--- src/rtl/core/plcs_pkg.sv ---
// ============================================================================
// plcs_pkg
// Shared types, constants and CRC helpers of the packet length and CRC signer.
// ============================================================================
`default_nettype none

package plcs_pkg;

    localparam int          MAX_PACKET_BYTES = 4096;
    localparam int          POS_W            = 13;
    localparam int          CNT_W            = POS_W + 1;
    localparam logic [15:0] CRC_POLY         = 16'h1021;
    localparam logic [15:0] CRC_INIT         = 16'h1021;
    localparam logic [7:0]  SIG_PAD_BYTE     = 8'h30;
    localparam int          SIG_PAD_COUNT    = 32;
    localparam int          SIG_BYTES        = 4;
    localparam int          SIG_CNT_W        = $clog2(SIG_BYTES + 1);
    localparam int          QUEUE_DEPTH      = 4;
    localparam int          QUEUE_AW         = $clog2(QUEUE_DEPTH);
    localparam int          QUEUE_CW         = $clog2(QUEUE_DEPTH + 1);

    localparam logic [POS_W-1:0] POS_MAX = {POS_W{1'b1}};

    typedef enum logic [1:0]
    {
        KIND_PASS     = 2'd0,
        KIND_GOOD_END = 2'd1,
        KIND_BAD_END  = 2'd2
    } entry_kind_t;

    typedef struct packed
    {
        logic [7:0]  data;
        logic [15:0] crc;
        entry_kind_t kind;
    } plcs_entry_t;

    typedef logic [15:0][15:0] sig_matrix_t;

    function automatic logic [15:0] crc_byte(input logic [15:0] crc, input logic [7:0] b);
        logic [15:0] c;
        c = crc ^ {b, 8'h00};
        for (int i = 0; i < 8; i++)
        begin
            c = c[15] ? ((c << 1) ^ CRC_POLY) : (c << 1);
        end
        return c;
    endfunction

    function automatic logic [15:0] sig_crc_full(input logic [15:0] crc);
        logic [15:0] c;
        c = crc_byte(CRC_INIT, crc[7:0]);
        c = crc_byte(c, crc[15:8]);
        for (int i = 0; i < SIG_PAD_COUNT; i++)
        begin
            c = crc_byte(c, SIG_PAD_BYTE);
        end
        return c;
    endfunction

    function automatic sig_matrix_t sig_columns();
        sig_matrix_t m;
        logic [15:0] z;
        z = sig_crc_full(16'h0000);
        for (int i = 0; i < 16; i++)
        begin
            m[i] = sig_crc_full(16'(1) << i) ^ z;
        end
        return m;
    endfunction

    localparam logic [15:0] SIG_OFFSET = sig_crc_full(16'h0000);
    localparam sig_matrix_t SIG_COLS   = sig_columns();

    // second CRC is affine in the first: XOR of constant columns
    function automatic logic [15:0] sig_crc(input logic [15:0] crc);
        logic [15:0] r;
        r = SIG_OFFSET;
        for (int i = 0; i < 16; i++)
        begin
            if (crc[i])
            begin
                r = r ^ SIG_COLS[i];
            end
        end
        return r;
    endfunction

    // hex text of the total, left-justified to four nibbles
    function automatic logic [15:0] length_word(input logic [CNT_W-1:0] total);
        logic [15:0] t;
        logic [15:0] w;
        t = 16'(total);
        priority if (t[15:12] != 4'h0)
        begin
            w = t;
        end
        else if (t[11:8] != 4'h0)
        begin
            w = t << 4;
        end
        else if (t[7:4] != 4'h0)
        begin
            w = t << 8;
        end
        else
        begin
            w = t << 12;
        end
        return w;
    endfunction

endpackage

`default_nettype wire

--- src/rtl/core/packet_length_and_crc_signer.sv ---
// ============================================================================
// packet_length_and_crc_signer
// Stamps the length word into bytes 2 and 3 and appends a CRC-16 signature.
// ============================================================================
// Path: each byte passes through a queue slot and then the output register.
// Throughput: one byte per cycle while the master side accepts; a good packet
// adds four signature bytes at its end, and the 4-entry queue between the front
// and back parts keeps the slave side accepting until it fills.
// Reset: CRC state to 0x1021, byte position to 0, queue and output empty.
`default_nettype none

module packet_length_and_crc_signer
    import plcs_pkg::*;
(
    input  wire logic         clk,
    input  wire logic         rst_n,
    input  wire logic         s_axis_tvalid,
    output logic              s_axis_tready,
    input  wire logic [23:0]  s_axis_tdata,   // data_byte[7:0], packet_bytes[20:8], zero
    input  wire logic         s_axis_tlast,
    output logic              m_axis_tvalid,
    input  wire logic         m_axis_tready,
    output logic [7:0]        m_axis_tdata,   // out_byte[7:0]
    output logic [1:0]        m_axis_tuser,   // is_signature[0], frame_error[1]
    output logic              m_axis_tlast
);

    logic        push;
    plcs_entry_t push_entry;
    logic        queue_full;
    logic        pop;
    logic        head_valid;
    plcs_entry_t head;
    logic        sig_flag;
    logic        err_flag;

    plcs_front u_front
    (
        .clk          (clk),
        .rst_n        (rst_n),
        .in_valid     (s_axis_tvalid),
        .in_ready     (s_axis_tready),
        .data_byte    (s_axis_tdata[7:0]),
        .packet_bytes (s_axis_tdata[20:8]),
        .last         (s_axis_tlast),
        .push         (push),
        .entry        (push_entry),
        .queue_full   (queue_full)
    );

    plcs_queue u_queue
    (
        .clk        (clk),
        .rst_n      (rst_n),
        .push       (push),
        .push_entry (push_entry),
        .full       (queue_full),
        .pop        (pop),
        .head_valid (head_valid),
        .head       (head)
    );

    plcs_back u_back
    (
        .clk          (clk),
        .rst_n        (rst_n),
        .head_valid   (head_valid),
        .head         (head),
        .pop          (pop),
        .out_valid    (m_axis_tvalid),
        .out_ready    (m_axis_tready),
        .out_byte     (m_axis_tdata),
        .is_signature (sig_flag),
        .frame_end    (m_axis_tlast),
        .frame_error  (err_flag)
    );

    assign m_axis_tuser = {err_flag, sig_flag};

endmodule

`default_nettype wire

--- src/rtl/core/plcs_front.sv ---
// ============================================================================
// plcs_front
// Accepts input beats, stamps the length word, updates the CRC and classifies
// the end of each packet.
// ============================================================================
`default_nettype none

module plcs_front
    import plcs_pkg::*;
(
    input  wire logic               clk,
    input  wire logic               rst_n,
    input  wire logic               in_valid,
    output logic                    in_ready,
    input  wire logic [7:0]         data_byte,
    input  wire logic [POS_W-1:0]   packet_bytes,
    input  wire logic               last,
    output logic                    push,
    output plcs_entry_t             entry,
    input  wire logic               queue_full
);

    logic [15:0]      crc_reg;
    logic [15:0]      crc_next;
    logic [POS_W-1:0] pos_reg;
    logic [POS_W-1:0] pos_next;
    logic [15:0]      len_word;
    logic [7:0]       out_byte;
    logic [15:0]      crc_new;
    logic [CNT_W-1:0] count;
    logic             bad;

    assign in_ready = !queue_full;
    assign push     = in_valid && in_ready;

    assign len_word = length_word(CNT_W'(packet_bytes) + CNT_W'(4));

    always_comb
    begin
        out_byte = data_byte;
        if (pos_reg == POS_W'(2))
        begin
            out_byte = len_word[15:8];
        end
        else if (pos_reg == POS_W'(3))
        begin
            out_byte = len_word[7:0];
        end
    end

    assign crc_new = crc_byte(crc_reg, out_byte);
    assign count   = CNT_W'(pos_reg) + CNT_W'(1);
    assign bad     = (count < CNT_W'(4)) || (count != CNT_W'(packet_bytes))
                     || (32'(packet_bytes) > 32'(MAX_PACKET_BYTES));

    always_comb
    begin
        entry.data = out_byte;
        entry.crc  = crc_new;
        if (!last)
        begin
            entry.kind = KIND_PASS;
        end
        else if (bad)
        begin
            entry.kind = KIND_BAD_END;
        end
        else
        begin
            entry.kind = KIND_GOOD_END;
        end
    end

    always_comb
    begin
        crc_next = crc_reg;
        pos_next = pos_reg;
        if (push)
        begin
            if (last)
            begin
                crc_next = CRC_INIT;
                pos_next = '0;
            end
            else
            begin
                crc_next = crc_new;
                if (pos_reg != POS_MAX)
                begin
                    pos_next = pos_reg + POS_W'(1);
                end
            end
        end
    end

    always_ff @(posedge clk or negedge rst_n)
    begin
        if (!rst_n)
        begin
            crc_reg <= CRC_INIT;
            pos_reg <= '0;
        end
        else
        begin
            crc_reg <= crc_next;
            pos_reg <= pos_next;
        end
    end

endmodule

`default_nettype wire

--- src/rtl/core/plcs_queue.sv ---
// ============================================================================
// plcs_queue
// Short register queue between the front and back parts.
// ============================================================================
`default_nettype none

module plcs_queue
    import plcs_pkg::*;
(
    input  wire logic         clk,
    input  wire logic         rst_n,
    input  wire logic         push,
    input  wire plcs_entry_t  push_entry,
    output logic              full,
    input  wire logic         pop,
    output logic              head_valid,
    output plcs_entry_t       head
);

    plcs_entry_t                   slot_reg [QUEUE_DEPTH];
    logic        [QUEUE_AW-1:0]    wr_ptr_reg;
    logic        [QUEUE_AW-1:0]    wr_ptr_next;
    logic        [QUEUE_AW-1:0]    rd_ptr_reg;
    logic        [QUEUE_AW-1:0]    rd_ptr_next;
    logic        [QUEUE_CW-1:0]    count_reg;
    logic        [QUEUE_CW-1:0]    count_next;
    logic                          do_pop;

    assign full       = (count_reg == QUEUE_CW'(QUEUE_DEPTH));
    assign head_valid = (count_reg != '0);
    assign head       = slot_reg[rd_ptr_reg];
    assign do_pop     = pop && head_valid;

    always_comb
    begin
        wr_ptr_next = push ? wr_ptr_reg + QUEUE_AW'(1) : wr_ptr_reg;
        rd_ptr_next = do_pop ? rd_ptr_reg + QUEUE_AW'(1) : rd_ptr_reg;
        count_next  = count_reg + QUEUE_CW'(push) - QUEUE_CW'(do_pop);
    end

    always_ff @(posedge clk)
    begin
        if (push)
        begin
            slot_reg[wr_ptr_reg] <= push_entry;
        end
    end

    always_ff @(posedge clk or negedge rst_n)
    begin
        if (!rst_n)
        begin
            wr_ptr_reg <= '0;
            rd_ptr_reg <= '0;
            count_reg  <= '0;
        end
        else
        begin
            wr_ptr_reg <= wr_ptr_next;
            rd_ptr_reg <= rd_ptr_next;
            count_reg  <= count_next;
        end
    end

    a_no_overflow: assert property (@(posedge clk) disable iff (!rst_n)
        !(push && full))
        else $error("queue written while full");

    a_count_range: assert property (@(posedge clk) disable iff (!rst_n)
        count_reg <= QUEUE_CW'(QUEUE_DEPTH))
        else $error("queue count out of range");

endmodule

`default_nettype wire

--- src/rtl/core/plcs_back.sv ---
// ============================================================================
// plcs_back
// Drains the queue into the output register and appends the four signature
// bytes after a good packet.
// ============================================================================
`default_nettype none

module plcs_back
    import plcs_pkg::*;
(
    input  wire logic          clk,
    input  wire logic          rst_n,
    input  wire logic          head_valid,
    input  wire plcs_entry_t   head,
    output logic               pop,
    output logic               out_valid,
    input  wire logic          out_ready,
    output logic [7:0]         out_byte,
    output logic               is_signature,
    output logic               frame_end,
    output logic               frame_error
);

    logic                 valid_reg;
    logic                 valid_next;
    logic [7:0]           byte_reg;
    logic [7:0]           byte_next;
    logic                 sig_reg;
    logic                 sig_next;
    logic                 end_reg;
    logic                 end_next;
    logic                 err_reg;
    logic                 err_next;
    logic [SIG_CNT_W-1:0] pend_reg;
    logic [SIG_CNT_W-1:0] pend_next;
    logic [31:0]          word_reg;
    logic [31:0]          word_next;
    logic                 slot_free;

    assign slot_free = !valid_reg || out_ready;
    assign pop       = slot_free && (pend_reg == '0) && head_valid;

    always_comb
    begin
        valid_next = valid_reg;
        byte_next  = byte_reg;
        sig_next   = sig_reg;
        end_next   = end_reg;
        err_next   = err_reg;
        pend_next  = pend_reg;
        word_next  = word_reg;
        if (slot_free && (pend_reg != '0))
        begin
            // emit next signature byte
            valid_next = 1'b1;
            byte_next  = word_reg[7:0];
            sig_next   = 1'b1;
            end_next   = (pend_reg == SIG_CNT_W'(1));
            err_next   = 1'b0;
            pend_next  = pend_reg - SIG_CNT_W'(1);
            word_next  = word_reg >> 8;
        end
        else if (pop)
        begin
            valid_next = 1'b1;
            byte_next  = head.data;
            sig_next   = 1'b0;
            end_next   = (head.kind == KIND_BAD_END);
            err_next   = (head.kind == KIND_BAD_END);
            if (head.kind == KIND_GOOD_END)
            begin
                pend_next = SIG_CNT_W'(SIG_BYTES);
                word_next = {sig_crc(head.crc), head.crc};
            end
        end
        else if (out_ready)
        begin
            valid_next = 1'b0;
        end
    end

    always_ff @(posedge clk)
    begin
        byte_reg <= byte_next;
        sig_reg  <= sig_next;
        end_reg  <= end_next;
        err_reg  <= err_next;
        word_reg <= word_next;
    end

    always_ff @(posedge clk or negedge rst_n)
    begin
        if (!rst_n)
        begin
            valid_reg <= 1'b0;
            pend_reg  <= '0;
        end
        else
        begin
            valid_reg <= valid_next;
            pend_reg  <= pend_next;
        end
    end

    assign out_valid    = valid_reg;
    assign out_byte     = byte_reg;
    assign is_signature = sig_reg;
    assign frame_end    = end_reg;
    assign frame_error  = err_reg;

    a_pend_range: assert property (@(posedge clk) disable iff (!rst_n)
        pend_reg <= SIG_CNT_W'(SIG_BYTES))
        else $error("signature count out of range");

    a_pend_no_end: assert property (@(posedge clk) disable iff (!rst_n)
        (pend_reg != '0) |-> (valid_reg && !end_reg))
        else $error("frame end shown before signature done");

    a_err_ends: assert property (@(posedge clk) disable iff (!rst_n)
        (valid_reg && err_reg) |-> (end_reg && !sig_reg))
        else $error("error flag off a frame end");

endmodule

`default_nettype wire

--- config.mk ---
export PLATFORM = sky130hd
export DESIGN_NAME = packet_length_and_crc_signer
export DESIGN_NICKNAME = d
export VERILOG_FILES = /design/src/rtl/core/plcs_pkg.sv /design/src/rtl/core/packet_length_and_crc_signer.sv /design/src/rtl/core/plcs_front.sv /design/src/rtl/core/plcs_queue.sv /design/src/rtl/core/plcs_back.sv
export SDC_FILE = /design/constraint.sdc
export NUM_CORES = 1
export LEC_CHECK = 0
export ABC_CLOCK_PERIOD_IN_PS = 4150
export BUFFER_PORTS_ARGS = -buffer_cell sky130_fd_sc_hd__buf_2
export CAP_MARGIN = 20
export CORE_MARGIN = 2
export CORE_UTILIZATION = 62
export CTS_CLUSTER_SIZE = 10
export DETAILED_ROUTE_END_ITERATION = 12
export PLACE_DENSITY = 0.8
export SETUP_SLACK_MARGIN = 0.3
export SLEW_MARGIN = 30
export SYNTH_ARGS = -nofsm -noshare
export SYNTH_HDL_FRONTEND = slang
export SYNTH_HIERARCHICAL = 1
export SYNTH_SLANG_ARGS = --single-unit
--- constraint.sdc ---
create_clock -name clk -period 4.15 [get_ports clk]
set_clock_uncertainty 0.15 [all_clocks]
set_input_delay 0.83 -clock clk [delete_from_list [all_inputs] [get_ports clk]]
set_output_delay 0.83 -clock clk [all_outputs]
set_load 0.005 [all_outputs]
==> results.toml <==
[drt]
firstDrtPassIters = 5
starting_drt_drc_count = 683
wl_mm = 21.40
num_vias = 6613
route.detailed.wl_per_inst_um = 19.89
route.antenna.remaining_nets = 0
post-route-drc-count = 0
via_per_inst = 6.146

[global_route]
grt_usage_pct = 26.80
use_met1_pct = 35.09
grt_start_max_net_pins = 43
use_met3_pct = 4.674
grt_antenna_before_repair = 0
grt_first_pass_wirelength_mm = 33.93
busiest_layer = "met2"
grt_overflow_total = 0
grt.met2_usage_pct = 45.06
first_global_vias = 6569

[floorplan]
design.die.area_mm2 = 0.01685
initial_core_util_pct = 64.06
core_mm2 = 0.01531
floorplan.io_pins = 42
placement_rows = 45
chip_width_um = 129.8
die_height_um = 129.8

[clocking]
h-tree-depth = 4
clock_sink_count = 187
cts_made_buffers = 17
clk_latency_ns = 0.43
cts_hold_buffers = 0
cts-root-buf = "clkbuf_16"
cts.clk_slew.worst_paths_ns = 0.07
tritoncts = "built"
count_of_cells_resized_by_post_cts_repair = 0
max-clock-path-buffers = 2
postCtsSetupBuffers = 0

[yosys]
synth_top_cell_area_share_pct = 41.93
mappedNetlistNets = 858
synthCells = 815
synth-seq-cells = 187
netlist.top_cell.by_area = "edfxtp_1"
synth-edff-count = 137
yosysWarnings = 6
dominantRegCellSynth = "edfxtp_1"
post_synth_instance_area_mm2 = 0.009811
synth_area_leaders = "edfxtp_1 (42%), dfrtp_1 (9.4%), xnor2_1 (6.5%)"
distinct_cell_type_count_of_the_synthesized_netlist = 78
postSynthAreaPerCell_um2 = 12.04
synth_most_common_cell = "edfxtp_1"
seq_area_frac_synth_pct = 54.22
synth_common_cells = "edfxtp_1 (137), nand2_1 (133), xnor2_1 (73)"
synth-async-reset-ratio_pct = 21.39

[timing]
max_slew.worst_pin.slew_ns = 0.8585
post-route-worst-setup-slack_ns = 0.5199
setup-violations-final = 0
totalNegativeSetupSlack_ns = 0
max_freq_mhz = 275.5
hold_viol = 0
number_of_max_slew_violations_in_the_final_report = 0
final_min_period_over_clock_period_pct = 87.47
grt_setup_unrepaired = "no"
slew_headroom_pct = 42.38
timing.final.crit_period_ns = 3.630

[critical_path]
path_class = "input port to flip-flop"
worst_path_most_repeated_cell = "a21o_1"
worst_ep_required_time_ns = 4.29
critPathSlowestCell = "or4_4"
crit_path_start = "s_axis_tdata[10]"
regToRegSetupSlack_ns = 0.69
r2r_end = "u_front/crc_reg[15]"
timing.critical_path.cells = "buf_2, ha_1, nand2_1, or4_4, o21ai_2, o21ai_0, a21o_1, a21o_1, xnor2_2, xnor3_1, inv_1"
critPathLaunchType = "input port"
worst-path-max-fanout = 8
crit_path_max_incr_delay_ns = 0.57
critPathArrivalTime_ns = 3.77
cp-end-kind = "flip-flop"
rr_worst_depth = 9
worstReg2RegStart = "u_front/pos_reg[5]"

[job]
cap_violations = 0

[pwr]
power_density_mw_per_mm2 = 963.8
p_leak_nw = 4.103
worst_ir_drop_vdd_v = 0.0006079

[placed_design]
hpwlAfterDp_mm = 15.01
detailed_place.area_mm2 = 0.01021
place_congestion = 0.9226
port-buffer-count = 38
placed_cells_incl_taps = 1044
pre_cts_ws_ns = 0.1395

[status]
outcome = "completed"

[cells_and_area]
nNetsFinal = 895
layout.cells.non_filler = 1076
largest_register_ffs = 104
stdcell_area_mm2 = 0.01082
antenna_cells = 0
drive_above_1_share_pct = 17.23
flow.area_growth_from_synthesis_pct = 10.29

[hold_path]
hold_path.class = "input port to asynchronous set/reset pin"
-- metal layers --
layer	share of wire, %	wire (µm)
met5	0	0
met2	49	10570
met3	6.1	1295
met4	2.7	586
met1	42	8951
-- power breakdown --
part / switching (W) / leakage (nW) / internal [W]
clock network: 0.000800 / 0.296 / 0.000824
logic: 0.00303 / 1.94 / 0.00236
registers: 0.000245 / 1.87 / 0.00317
total: 0.00407 / 4.10 / 0.00635
-- through the flow --
step	total power (W)	util, %	hold WS [ns]
after floorplan	0.007598	-	0.2728
after global placement	0.008489	66.67	0.2868
after detailed placement	0.008730	66.67	0.2895
after CTS	0.01043	70.60	0.3016
after global routing	0.01099	70.65	0.2647
final	0.01043	70.65	0.2326
-- logic make-up (layout without fill, tap and decap cells) --
family	count (synthesis)	after routing	synth area share, %
AOI/OAI and AO/OA	141	141	9.514
xor gates and xnor gates	121	121	12.42
adders and majority gates	14	14	1.862
buffers and inverters	74	124	3.647
DFF	187	187	54.22
muxes	27	27	6.377
and+or+nand+nor	251	251	11.96
-- cells in the final DEF (no fill, tap or decap), types with 4 or more instances in the layout --
cell type  Yosys  layout
nor3_1         8       8
mux4_2        18      18
dfxtp_1       10      10
o21ai_1        7       8
xnor2_1       73      73
a22o_1         9       9
and2_1         9       9
o211ai_1       4       4
a21oi_1       24      24
inv_8          0       6
edfxtp_1     137     137
and4_1         4       4
nand4_1       10      10
nand3b_1       4       4
mux4_1         8       8
xor2_2         4       4
dfrtp_1       37      37
o21ai_0       50      49
and3_1         8       8
or3_1          8       8
nor2_1        30      29
a21o_1         5       5
nor4_1         6       6
o31ai_1        6       6
inv_1         26      26
clkbuf_16      0      17
buf_2         13      37
nand3_1       18      18
ha_1          13      13
xor2_1        32      32
xnor2_2        7       7
inv_6          0       5
buf_4          4      28
nand2_1      133     132
-- worst max-delay path: cells and delay by family --
family,cells,cell delay [ns]
xor gates and xnor gates,2,0.71
adders and majority gates,1,0.19
AOI/OAI and AO/OA,4,0.98
and+or+nand+nor,2,0.75
buffers and inverters,2,0.30
-- how the worst max path moves through the flow --
| stage | to | cells past startpoint | slack (ns) |
|---|---|---|---|
| after floorplan | u_front/crc_reg[7] | 10 | 0.55 |
| after global placement | u_front/crc_reg[14] | 11 | 0.22 |
| after detailed placement | u_front/crc_reg[8] | 12 | 0.14 |
| after CTS | u_front/crc_reg[15] | 11 | 0.56 |
| after global routing | u_front/crc_reg[14] | 12 | 0.39 |
| final | u_queue/slot_reg[2][8] | 11 | 0.52 |
-- final cells by class --
cell class,instances,area [µm²]
Clock buffer,17,425.4
Clock inverter,15,176.4
Fill cell,1067,4494
Inverter,27,101.3
Multi-Input combinational cell,554,4139
Sequential cell,187,5319
Tap cell,211,264.0
Timing Repair Buffer,65,395.4
No activity file was read; power rests on OpenSTA's default activity.
